$ cat config.mk
export PLATFORM = sky130hd
export DESIGN_NAME = ped_isqrt
export DESIGN_NICKNAME = d
export VERILOG_FILES = /design/src/rtl/pairwise_euclidean_distance_assert.svh /design/src/rtl/ped_pkg.sv /design/src/rtl/ped_isqrt.sv
export SDC_FILE = /design/constraint.sdc
export NUM_CORES = 1
export LEC_CHECK = 0
export ABC_CLOCK_PERIOD_IN_PS = 3210
export BUFFER_PORTS_ARGS = -buffer_cell sky130_fd_sc_hd__clkbuf_2
export CAP_MARGIN = 15
export CORE_ASPECT_RATIO = 1.4
export CORE_MARGIN = 5
export CORE_UTILIZATION = 38
export DETAILED_ROUTE_END_ITERATION = 10
export PLACE_DENSITY = 0.55
export SYNTH_ARGS = -nofsm -noshare
export SYNTH_HDL_FRONTEND = slang
export SYNTH_SLANG_ARGS = --single-unit
export TNS_END_PERCENT = 20
$ cat constraint.sdc
create_clock -name clk -period 3.21 [get_ports clk]
set_input_delay 0.8025 -clock clk [delete_from_list [all_inputs] [get_ports clk]]
set_output_delay 0.8025 -clock clk [all_outputs]
set_load 0.01 [all_outputs]
$ cat src/rtl/pairwise_euclidean_distance_assert.svh
// Assertion macros shared by the pairwise euclidean distance RTL.
// Depends on nothing; defining NO_ASSERTIONS turns every macro into nothing.
`ifndef PAIRWISE_EUCLIDEAN_DISTANCE_ASSERT_SVH
`define PAIRWISE_EUCLIDEAN_DISTANCE_ASSERT_SVH
`ifndef NO_ASSERTIONS
// Same-cycle implication, checked on the rising clock edge outside reset.
`define PED_ASSERT_IMP(name, clk, rst_n, pre, post, msg) \
	name: assert property (@(posedge clk) disable iff (!rst_n) (pre) |-> (post)) \
		else $error(msg);
// Next-cycle implication, checked on the rising clock edge outside reset.
`define PED_ASSERT_NXT(name, clk, rst_n, pre, post, msg) \
	name: assert property (@(posedge clk) disable iff (!rst_n) (pre) |=> (post)) \
		else $error(msg);
`else
`define PED_ASSERT_IMP(name, clk, rst_n, pre, post, msg)
`define PED_ASSERT_NXT(name, clk, rst_n, pre, post, msg)
`endif
`endif

$ cat src/rtl/ped_pkg.sv
// Package of the pairwise euclidean distance block: item types, codes, sizes.
// Depends on nothing; the other RTL files but ped_ram and the header use it by scoped names.
package ped_pkg;

	localparam int REF_ROWS_DEF = 32;
	localparam int MAX_COLS_DEF = 64;
	localparam int VALUE_BITS   = 16;
	localparam int SUM_BITS     = 40;
	localparam int DIST_BITS    = SUM_BITS / 2;
	localparam int ROW_BITS     = 5;
	localparam int COL_BITS     = 6;
	localparam int CFG_COLS_BITS = 7;
	localparam int CFG_ROWS_BITS = 6;

	localparam logic OP_LOAD  = 1'b0;
	localparam logic OP_QUERY = 1'b1;

	localparam logic REG_COLS = 1'b0;
	localparam logic REG_ROWS = 1'b1;

	localparam logic [CFG_COLS_BITS-1:0] COLS_RESET = 7'd64;
	localparam logic [CFG_ROWS_BITS-1:0] ROWS_RESET = 6'd32;

	typedef struct packed {
		logic                         op;
		logic [ROW_BITS-1:0]          ref_row;
		logic [COL_BITS-1:0]          col;
		logic signed [VALUE_BITS-1:0] value;
	} cmd_t;

	typedef struct packed {
		logic [ROW_BITS-1:0]  out_row;
		logic [DIST_BITS-1:0] distance;
		logic                 last;
	} result_t;

	typedef enum logic [2:0] {
		ST_IDLE,
		ST_ACC,
		ST_DRAIN,
		ST_RD,
		ST_LD,
		ST_ROOT
	} ped_state_t;

endpackage

$ cat src/rtl/ped_isqrt.sv
// Iterative floored integer square root, one result bit per cycle.
// Depends on ped_pkg for the sum and root widths.
module ped_isqrt (
	input  logic                           clk,
	input  logic                           arst_n,
	input  logic                           start,
	input  logic [ped_pkg::SUM_BITS-1:0]   operand,
	output logic                           done,
	output logic [ped_pkg::DIST_BITS-1:0]  root
);

	localparam int SB    = ped_pkg::SUM_BITS;
	localparam int RB    = ped_pkg::DIST_BITS;
	localparam int REMB  = RB + 2;
	localparam int STEPS = SB / 2;
	localparam int CB    = $clog2(STEPS);

	logic [SB-1:0]     x_q;
	logic [REMB-1:0]   rem_q;
	logic [RB-1:0]     root_q;
	logic [CB-1:0]     cnt_q;
	logic              run_q;
	logic              done_q;
	logic [REMB+1:0]   rem_n;
	logic [REMB+1:0]   trial;
	logic              ge;
	logic [REMB-1:0]   rem_next;

	// Bring down the next two bits and try to append a one to the root.
	always_comb begin
		rem_n    = {rem_q, x_q[SB-1 -: 2]};
		trial    = (REMB+2)'({root_q, 2'b01});
		ge       = rem_n >= trial;
		rem_next = ge ? REMB'(rem_n - trial) : REMB'(rem_n);
	end

	always_ff @(posedge clk or negedge arst_n) begin
		if (!arst_n) begin
			run_q  <= 1'b0;
			done_q <= 1'b0;
			cnt_q  <= '0;
		end else begin
			done_q <= 1'b0;
			if (start) begin
				run_q <= 1'b1;
				cnt_q <= '0;
			end else if (run_q) begin
				cnt_q <= cnt_q + CB'(1);
				if (cnt_q == CB'(STEPS - 1)) begin
					run_q  <= 1'b0;
					done_q <= 1'b1;
				end
			end
		end
	end

	always_ff @(posedge clk) begin
		if (start) begin
			x_q    <= operand;
			rem_q  <= '0;
			root_q <= '0;
		end else if (run_q) begin
			x_q    <= {x_q[SB-3:0], 2'b00};
			rem_q  <= rem_next;
			root_q <= {root_q[RB-2:0], ge};
		end
	end

	assign done = done_q;
	assign root = root_q;

endmodule

==> impl_metrics.py, run 1 <==
metrics = {
    "placed_design": {
        "gp_congestion": 0.8302,
        "dp_hpwl_um": 7712,
        "port_buffers": 63,
    },
    "clock_tree": {
        "cts.path.max_buffers": 2,
        "postCtsSetupBuffers": 0,
        "cts_num_sinks": 89,
        "cts.htree.levels": 3,
        "numCtsBuffers": 9,
        "cts_tree": "done",
        "cts-root-buf": "clkbuf_16",
        "holdBufCountCts": 0,
        "path_clk_slew_ns": 0.07,
        "insertion_delay_ns": 0.35,
    },
    "synth": {
        "synth_edf_count": 40,
        "synth-compound-area-share": 0.1425,
        "syn_avg_cell_area_um2": 10.29,
        "yosys.area_share.simple": 0.1196,
        "synth_top_family_by_area": "compound AO/OA/AOI/OAI gates",
        "synth_xor_area_frac": 0.03788,
        "synth_nets": 538,
        "yosys.cell_types.count": 50,
        "synth_area_mm2": 0.004856,
        "synth_mux_area_frac": 0.1376,
        "async_flop_share": 0.07865,
        "ys.flop_type": "dfxtp_1",
        "synth-seq-cells": 89,
        "synthAdderAreaFrac": 0.05926,
        "ys.warnings.count": 0,
        "yosysSeqAreaShare": 0.4566,
        "syn_inst": 472,
    },
    "power": {
        "clkPwrFrac": 0.210,
        "p_total_mw": 4.994,
        "ir_drop_v": 0.0003256,
        "power_frac_comb": 0.487,
        "seqPwrFrac": 0.303,
        "p_sw_mw": 1.972,
        "p_int_mw": 3.022,
        "p_per_area_mw_per_mm2": 887.2,
        "switching_share": 0.3949,
        "power.leakage_nw": 2.473,
    },
    "worst_setup_path": {
        "arrival_ns": 3.22,
        "cp-start-kind": "flip-flop",
        "path_class": "flip-flop to flip-flop",
        "worstSetupEndpointType": "flip-flop",
        "path_max_fanout": 23,
        "required_ns": 3.46,
    },
    "global_route": {
        "grt_max_degree": 41,
        "grt_first_pass_wirelength_um": 17240,
        "antenna_found_initial": 0,
        "grt_pass1_vias": 3615,
        "track_usage": 0.1408,
        "globalRouteOverflowTotal": 0,
    },
    "floorplanning": {
        "initial_utilization": 0.3826,
        "io_pins": 64,
        "num_rows": 49,
        "coreArea_mm2": 0.01269,
        "die_h_um": 143.8,
        "die_area_mm2": 0.01517,
        "die_x_um": 105.5,
    },
    "timing": {
        "period_share": 0.9249,
        "slew_headroom": 0.6648,
        "final.setup.tns_ns": 0,
        "slew_viol_final": 0,
        "finalSetupViolCount": 0,
        "grt_setup_unrepaired": "no",
        "finalHoldViolations": 0,
        "tightest_slew_ns": 0.5017,
        "period_needed_ns": 2.969,
        "timing.fmax_mhz": 336.8,
        "final.setup_skew_ns": 0.01109,
    },
    "detailed_routing": {
        "drt-wirelength-per-cell_um": 14.86,
        "drtPass1Iterations": 4,
        "drt_iter0_markers": 176,
        "vias_per_cell": 5.175,
        "postRouteAntennaNets": 0,
        "routed_wl_um": 10300,
        "drc": 0,
        "num_vias": 3586,
    },
    "cells_and_area": {
        "area_growth_pct": 15.92,
        "multiInputGateArea_mm2": 0.002416,
        "drive_gt1_frac": 0.2852,
        "nets": 601,
        "final-seq-area_mm2": 0.002218,
        "diodes": 0,
        "fill_cells": 1239,
    },
    "hold_path": {
        "min_path_type": "input port to asynchronous set/reset pin",
    },
    "run_status": {
        "status": "completed",
    },
    "run": {
        "drv_cap": 0,
    },
}
==> through the flow <==
stage / setup slack (ns) / hold slack [ns] / area (µm²) / util / cells
final: 0.2412 / 0.2786 / 5629 / 0.4436 / 693
after global routing: 0.04284 / 0.2734 / 5629 / 0.4436 / 693
after CTS: 0.1963 / 0.2701 / 5625 / 0.4433 / 693
after floorplan: 0.3307 / 0.4379 / 4856 / - / 472
after detailed placement: 0.2160 / 0.4689 / 5329 / 0.4199 / 677
after global placement: 0.3321 / 0.4612 / 5329 / 0.4199 / 677
==> logic make-up (layout without fill, tap and decap cells) <==
| family | after synthesis | in the layout |
|---|---|---|
| AOI/OAI and AO/OA | 102 | 102 |
| xor gates and xnor gates | 21 | 21 |
| adders and majority gates | 23 | 23 |
| buffers and inverters | 49 | 117 |
| DFF | 89 | 89 |
| muxes | 62 | 62 |
| and+or+nand+nor | 126 | 126 |
==> critical path, cell delays in order (launching register included) <==
cell      delay (ns)
dfxtp_1         0.37
inv_1           0.06
ha_1            0.31
a21o_1          0.22
o21a_1          0.20
or4_1           0.47
and3_4          0.20
a311o_1         0.36
buf_4           0.23
o31ai_1         0.10
o21ai_1         0.10
a211oi_1        0.23
==> layout by cell type, fill, tap and decap left out, drive strengths merged, types with 2 or more instances in the layout <==
cell and n:
a211oi 12, a21o 10, a21oi 25, a31oi 3, and2 3, and3 3
buf 14, clkbuf 71, clkinv 3, dfrtp 7, dfxtp 42, edfxtp 40
ha 23, inv 29, mux2 38, mux2i 24, nand2 33, nand2b 3
nand3 5, nand4 5, nor2 57, nor2b 3, nor3 8, o211ai 5
o21a 5, o21ai 31, o31ai 2, or3 2, xnor2 8, xor2 13
==> sequential cells by signal, summed over array words and instances (netlist names) <==
signal,cells
x_q,40
run_q,1
rem_q,22
cnt_q,5
root,20
done,1
==> worst paths after layout <==
| path | start | slack, ns | to | depth (start not counted) |
|---|---|---|---|---|
| max reg2reg | root[4]$_SDFFE_PP0P_ | 0.24 | rem_q[9]$_SDFFE_PP0P_ | 11 |
| max | root[4]$_SDFFE_PP0P_ | 0.24 | rem_q[9]$_SDFFE_PP0P_ | 11 |
| min in group clk | rem_q[20]$_SDFFE_PP0P_ | 0.49 | rem_q[20]$_SDFFE_PP0P_ | 2 |
| max in group asynchronous | arst_n | 2.75 | run_q$_DFF_PN0_ | 1 |
| min reg2reg | rem_q[20]$_SDFFE_PP0P_ | 0.49 | rem_q[20]$_SDFFE_PP0P_ | 2 |
| min | arst_n | 0.28 | cnt_q[0]$_DFFE_PN0P_ | 1 |
==> area by class of cell <==
type | count | share of cell area
inverter | 25 | 0.01667
tap | 153 | 0.03401
multi-input combinational | 334 | 0.4292
sequential | 89 | 0.3941
timing repair buffer | 76 | 0.07335
clock inverter | 7 | 0.01267
clock buffer | 9 | 0.04001
==> cells in the mapped netlist (all sizes together) (5+ instances only) <==
master,count,area (µm²)
a211oi,12,125.1
nand3,5,25.02
nor2,57,214.0
buf,12,87.57
o211ai,5,37.54
nand4,5,31.28
edfxtp,40,1201
o21ai,31,181.4
mux2,38,427.9
a21oi,25,125.1
dfrtp,7,175.2
ha,23,287.8
a21o,10,75.07
dfxtp,42,840.8
nor3,8,40.04
clkbuf,12,45.04
o21a,5,37.54
xor2,13,113.9
nand2,33,141.4
mux2i,24,240.2
xnor2,8,70.07
inv,25,93.84
==> layer usage <==
metal / up-vias / GRT usage / share of wire
li1: 1818 / - / -
met1: 1679 / 0.1551 / 0.40
met2: 73 / 0.2554 / 0.52
met3: 16 / 0.04180 / 0.059
met4: 0 / 0.05389 / 0.020
met5: - / 0 / 0
==> repair_timing <==
item | in CTS | in global routing
setup endpoints to repair | 0 | 1
gates resized for setup | 0 | 1
hold endpoints to repair | 0 | 0
==> power by group through the flow <==
stage               Clock [mW]  Sequential [mW]  Combinational [mW]
global placement             0             1.54                2.39
detailed placement           0             1.54                2.42
finish                    1.05             1.51                2.43
CTS                       1.08             1.51                2.44
floorplan                    0             1.50                2.05
global route              1.14             1.54                2.72
No activity file was read; power rests on OpenSTA's default activity.
==> inputs of run 2 (changes only) <==
ABC_AREA = 1   (was not set)
==> impl_metrics.py, run 2 <==
metrics = {
    "placed_design": {
        "gp_congestion": 0.9026,
        "placed_area_mm2": 0.005444,
        "port_buffers": 63,
        "dp_hpwl_um": 9379,
        "place_worst_setup_slack_ns": 0.5388,
    },
    "worst_setup_path": {
        "required_ns": 3.49,
        "path_max_fanout": 37,
        "cp-start-kind": "flip-flop",
        "worstSetupEndpointType": "flip-flop",
        "r2r_cells": 13,
        "path_class": "flip-flop to flip-flop",
        "arrival_ns": 2.95,
    },
    "clock_tree": {
        "numCtsBuffers": 9,
        "cts-resized-gates": 0,
        "cts_num_sinks": 89,
        "cts-root-buf": "clkbuf_16",
        "cts.path.max_buffers": 2,
        "holdBufCountCts": 0,
        "cts_tree": "done",
        "insertion_delay_ns": 0.34,
        "postCtsSetupBuffers": 0,
        "path_clk_slew_ns": 0.06,
        "cts.htree.levels": 3,
    },
    "global_route": {
        "track_usage": 0.1644,
        "globalRouteOverflowTotal": 0,
        "grt_max_degree": 54,
        "grt_first_pass_wirelength_um": 20560,
        "antenna_found_initial": 0,
        "grt_pass1_vias": 4400,
    },
    "cells_and_area": {
        "largest_reg_flops": 40,
        "fill_cells": 1359,
        "nets": 813,
        "regMostFlops": "x_q",
        "diodes": 0,
        "final-seq-area_mm2": 0.002217,
        "drive_gt1_frac": 0.1356,
        "area_growth_pct": 14.95,
        "utilization": 0.4454,
        "mostFrequentLayoutCell": "nand2_1",
        "final_design_area_no_fill_mm2": 0.005734,
        "final_cell_mix": "nand2_1, inv_1, clkbuf_2",
        "multiInputGateArea_mm2": 0.002336,
    },
    "synth": {
        "synth_common_cells": "nand2_1, inv_1, nor2_1",
        "ys.flop_type": "dfxtp_1",
        "yosysSeqAreaShare": 0.4444,
        "synth_nets": 754,
        "synth_top_cell_by_area": "edfxtp_1",
        "synth_area_mm2": 0.004989,
        "syn_avg_cell_area_um2": 7.251,
        "synth_area_leaders": "edfxtp_1, nand2_1, dfxtp_1",
        "syn_inst": 688,
        "ys.warnings.count": 0,
        "synth-seq-cells": 89,
        "yosys.cell_types.count": 34,
        "synthMostInstantiatedCell": "nand2_1",
        "yosysTopAreaCellShare": 0.2408,
        "async_flop_share": 0.07865,
        "synth_edf_count": 40,
    },
    "detailed_routing": {
        "drt-wirelength-per-cell_um": 13.59,
        "drt_iter0_markers": 146,
        "routed_wl_um": 12300,
        "vias_per_cell": 4.802,
        "num_vias": 4346,
        "drtPass1Iterations": 4,
        "drc": 0,
        "postRouteAntennaNets": 0,
    },
    "timing": {
        "tightest_slew_ns": 0.7271,
        "timing.fmax_mhz": 373.7,
        "grt_setup_unrepaired": "no",
        "slew_viol_final": 0,
        "setup_slack_ns": 0.5337,
        "finalHoldViolations": 0,
        "period_needed_ns": 2.676,
        "finalSetupViolCount": 0,
        "final.setup.tns_ns": 0,
        "final.setup_skew_ns": 0.01070,
        "slew_headroom": 0.5145,
        "period_share": 0.8337,
    },
    "floorplanning": {
        "coreArea_mm2": 0.01287,
        "initial_utilization": 0.3875,
        "die_h_um": 145.6,
        "die_area_mm2": 0.01555,
        "io_pins": 64,
        "num_rows": 49,
        "die_x_um": 106.8,
    },
    "hold_path": {
        "min_path_type": "input port to asynchronous set/reset pin",
    },
    "run_status": {
        "status": "completed",
    },
    "power": {
        "p_per_area_mw_per_mm2": 888.2,
        "ir_drop_v": 0.0003105,
        "power.leakage_nw": 2.972,
    },
    "run": {
        "drv_cap": 0,
    },
}
## run 2: kinds of logic (layout without fill, tap and decap cells)
family,Yosys count,count (layout),synth area share
flops,89,89,0.4444
fa+ha+maj,23,23,0.05769
compound gates,72,72,0.08152
xor+xnor,9,9,0.01580
buf+inv,109,173,0.08728
simple gates,386,386,0.3133
## run 2: routing by layer
layer  GRT usage  routed length [µm]  vias up
met2      0.2825                6104       93
li1            -                   -     2292
met1      0.1935                5279     1939
met5           0                   0        -
met4     0.07550                 362        0
met3     0.03595                 551       22
## run 2: area by class of cell
class,instances,area share
multi-input combinational,490,0.4074
sequential,89,0.3866
timing repair buffer,68,0.06371
inverter,89,0.05826
clock buffer,11,0.04058
tap,153,0.03338
clock inverter,5,0.01004
## run 2: power by group
group | switching [mW] | internal (mW)
logic | 1.65 | 0.915
clock network | 0.446 | 0.605
registers | 0.108 | 1.37
total | 2.21 | 2.89
## run 2: worst paths after layout
check                                       start                     end  slack (ns)
setup / recovery            root[12]$_SDFFE_PP0P_  rem_q[16]$_SDFFE_PP0P_        0.53
hold / removal                             arst_n          done$_DFF_PN0_        0.29
setup reg to reg            root[12]$_SDFFE_PP0P_  rem_q[16]$_SDFFE_PP0P_        0.53
hold reg to reg            rem_q[21]$_SDFFE_PP0P_  rem_q[21]$_SDFFE_PP0P_        0.45
max in group asynchronous                  arst_n    cnt_q[0]$_DFFE_PN0P_        2.75
min in group clk           rem_q[21]$_SDFFE_PP0P_  rem_q[21]$_SDFFE_PP0P_        0.45
## run 2: critical path: stages, from the launching register on
cell	delay [ns]
dfxtp_1	0.32
inv_1	0.08
ha_1	0.38
nand2_1	0.14
inv_1	0.06
a21oi_1	0.18
nand2_1	0.10
nand2_1	0.13
nand4_4	0.45
nor2_1	0.46
nand2_1	0.10
nand3_1	0.09
nand2_1	0.05
inv_1	0.07
## run 2: stage by stage
stage / power, mW / cells / hold slack [ns]
finish: 5.093 / 905 / 0.2898
floorplan: 3.546 / 688 / 0.4265
CTS: 5.140 / 905 / 0.2822
global route: 5.583 / 905 / 0.2876
detailed placement: 4.070 / 889 / 0.4452
global placement: 4.061 / 889 / 0.4416
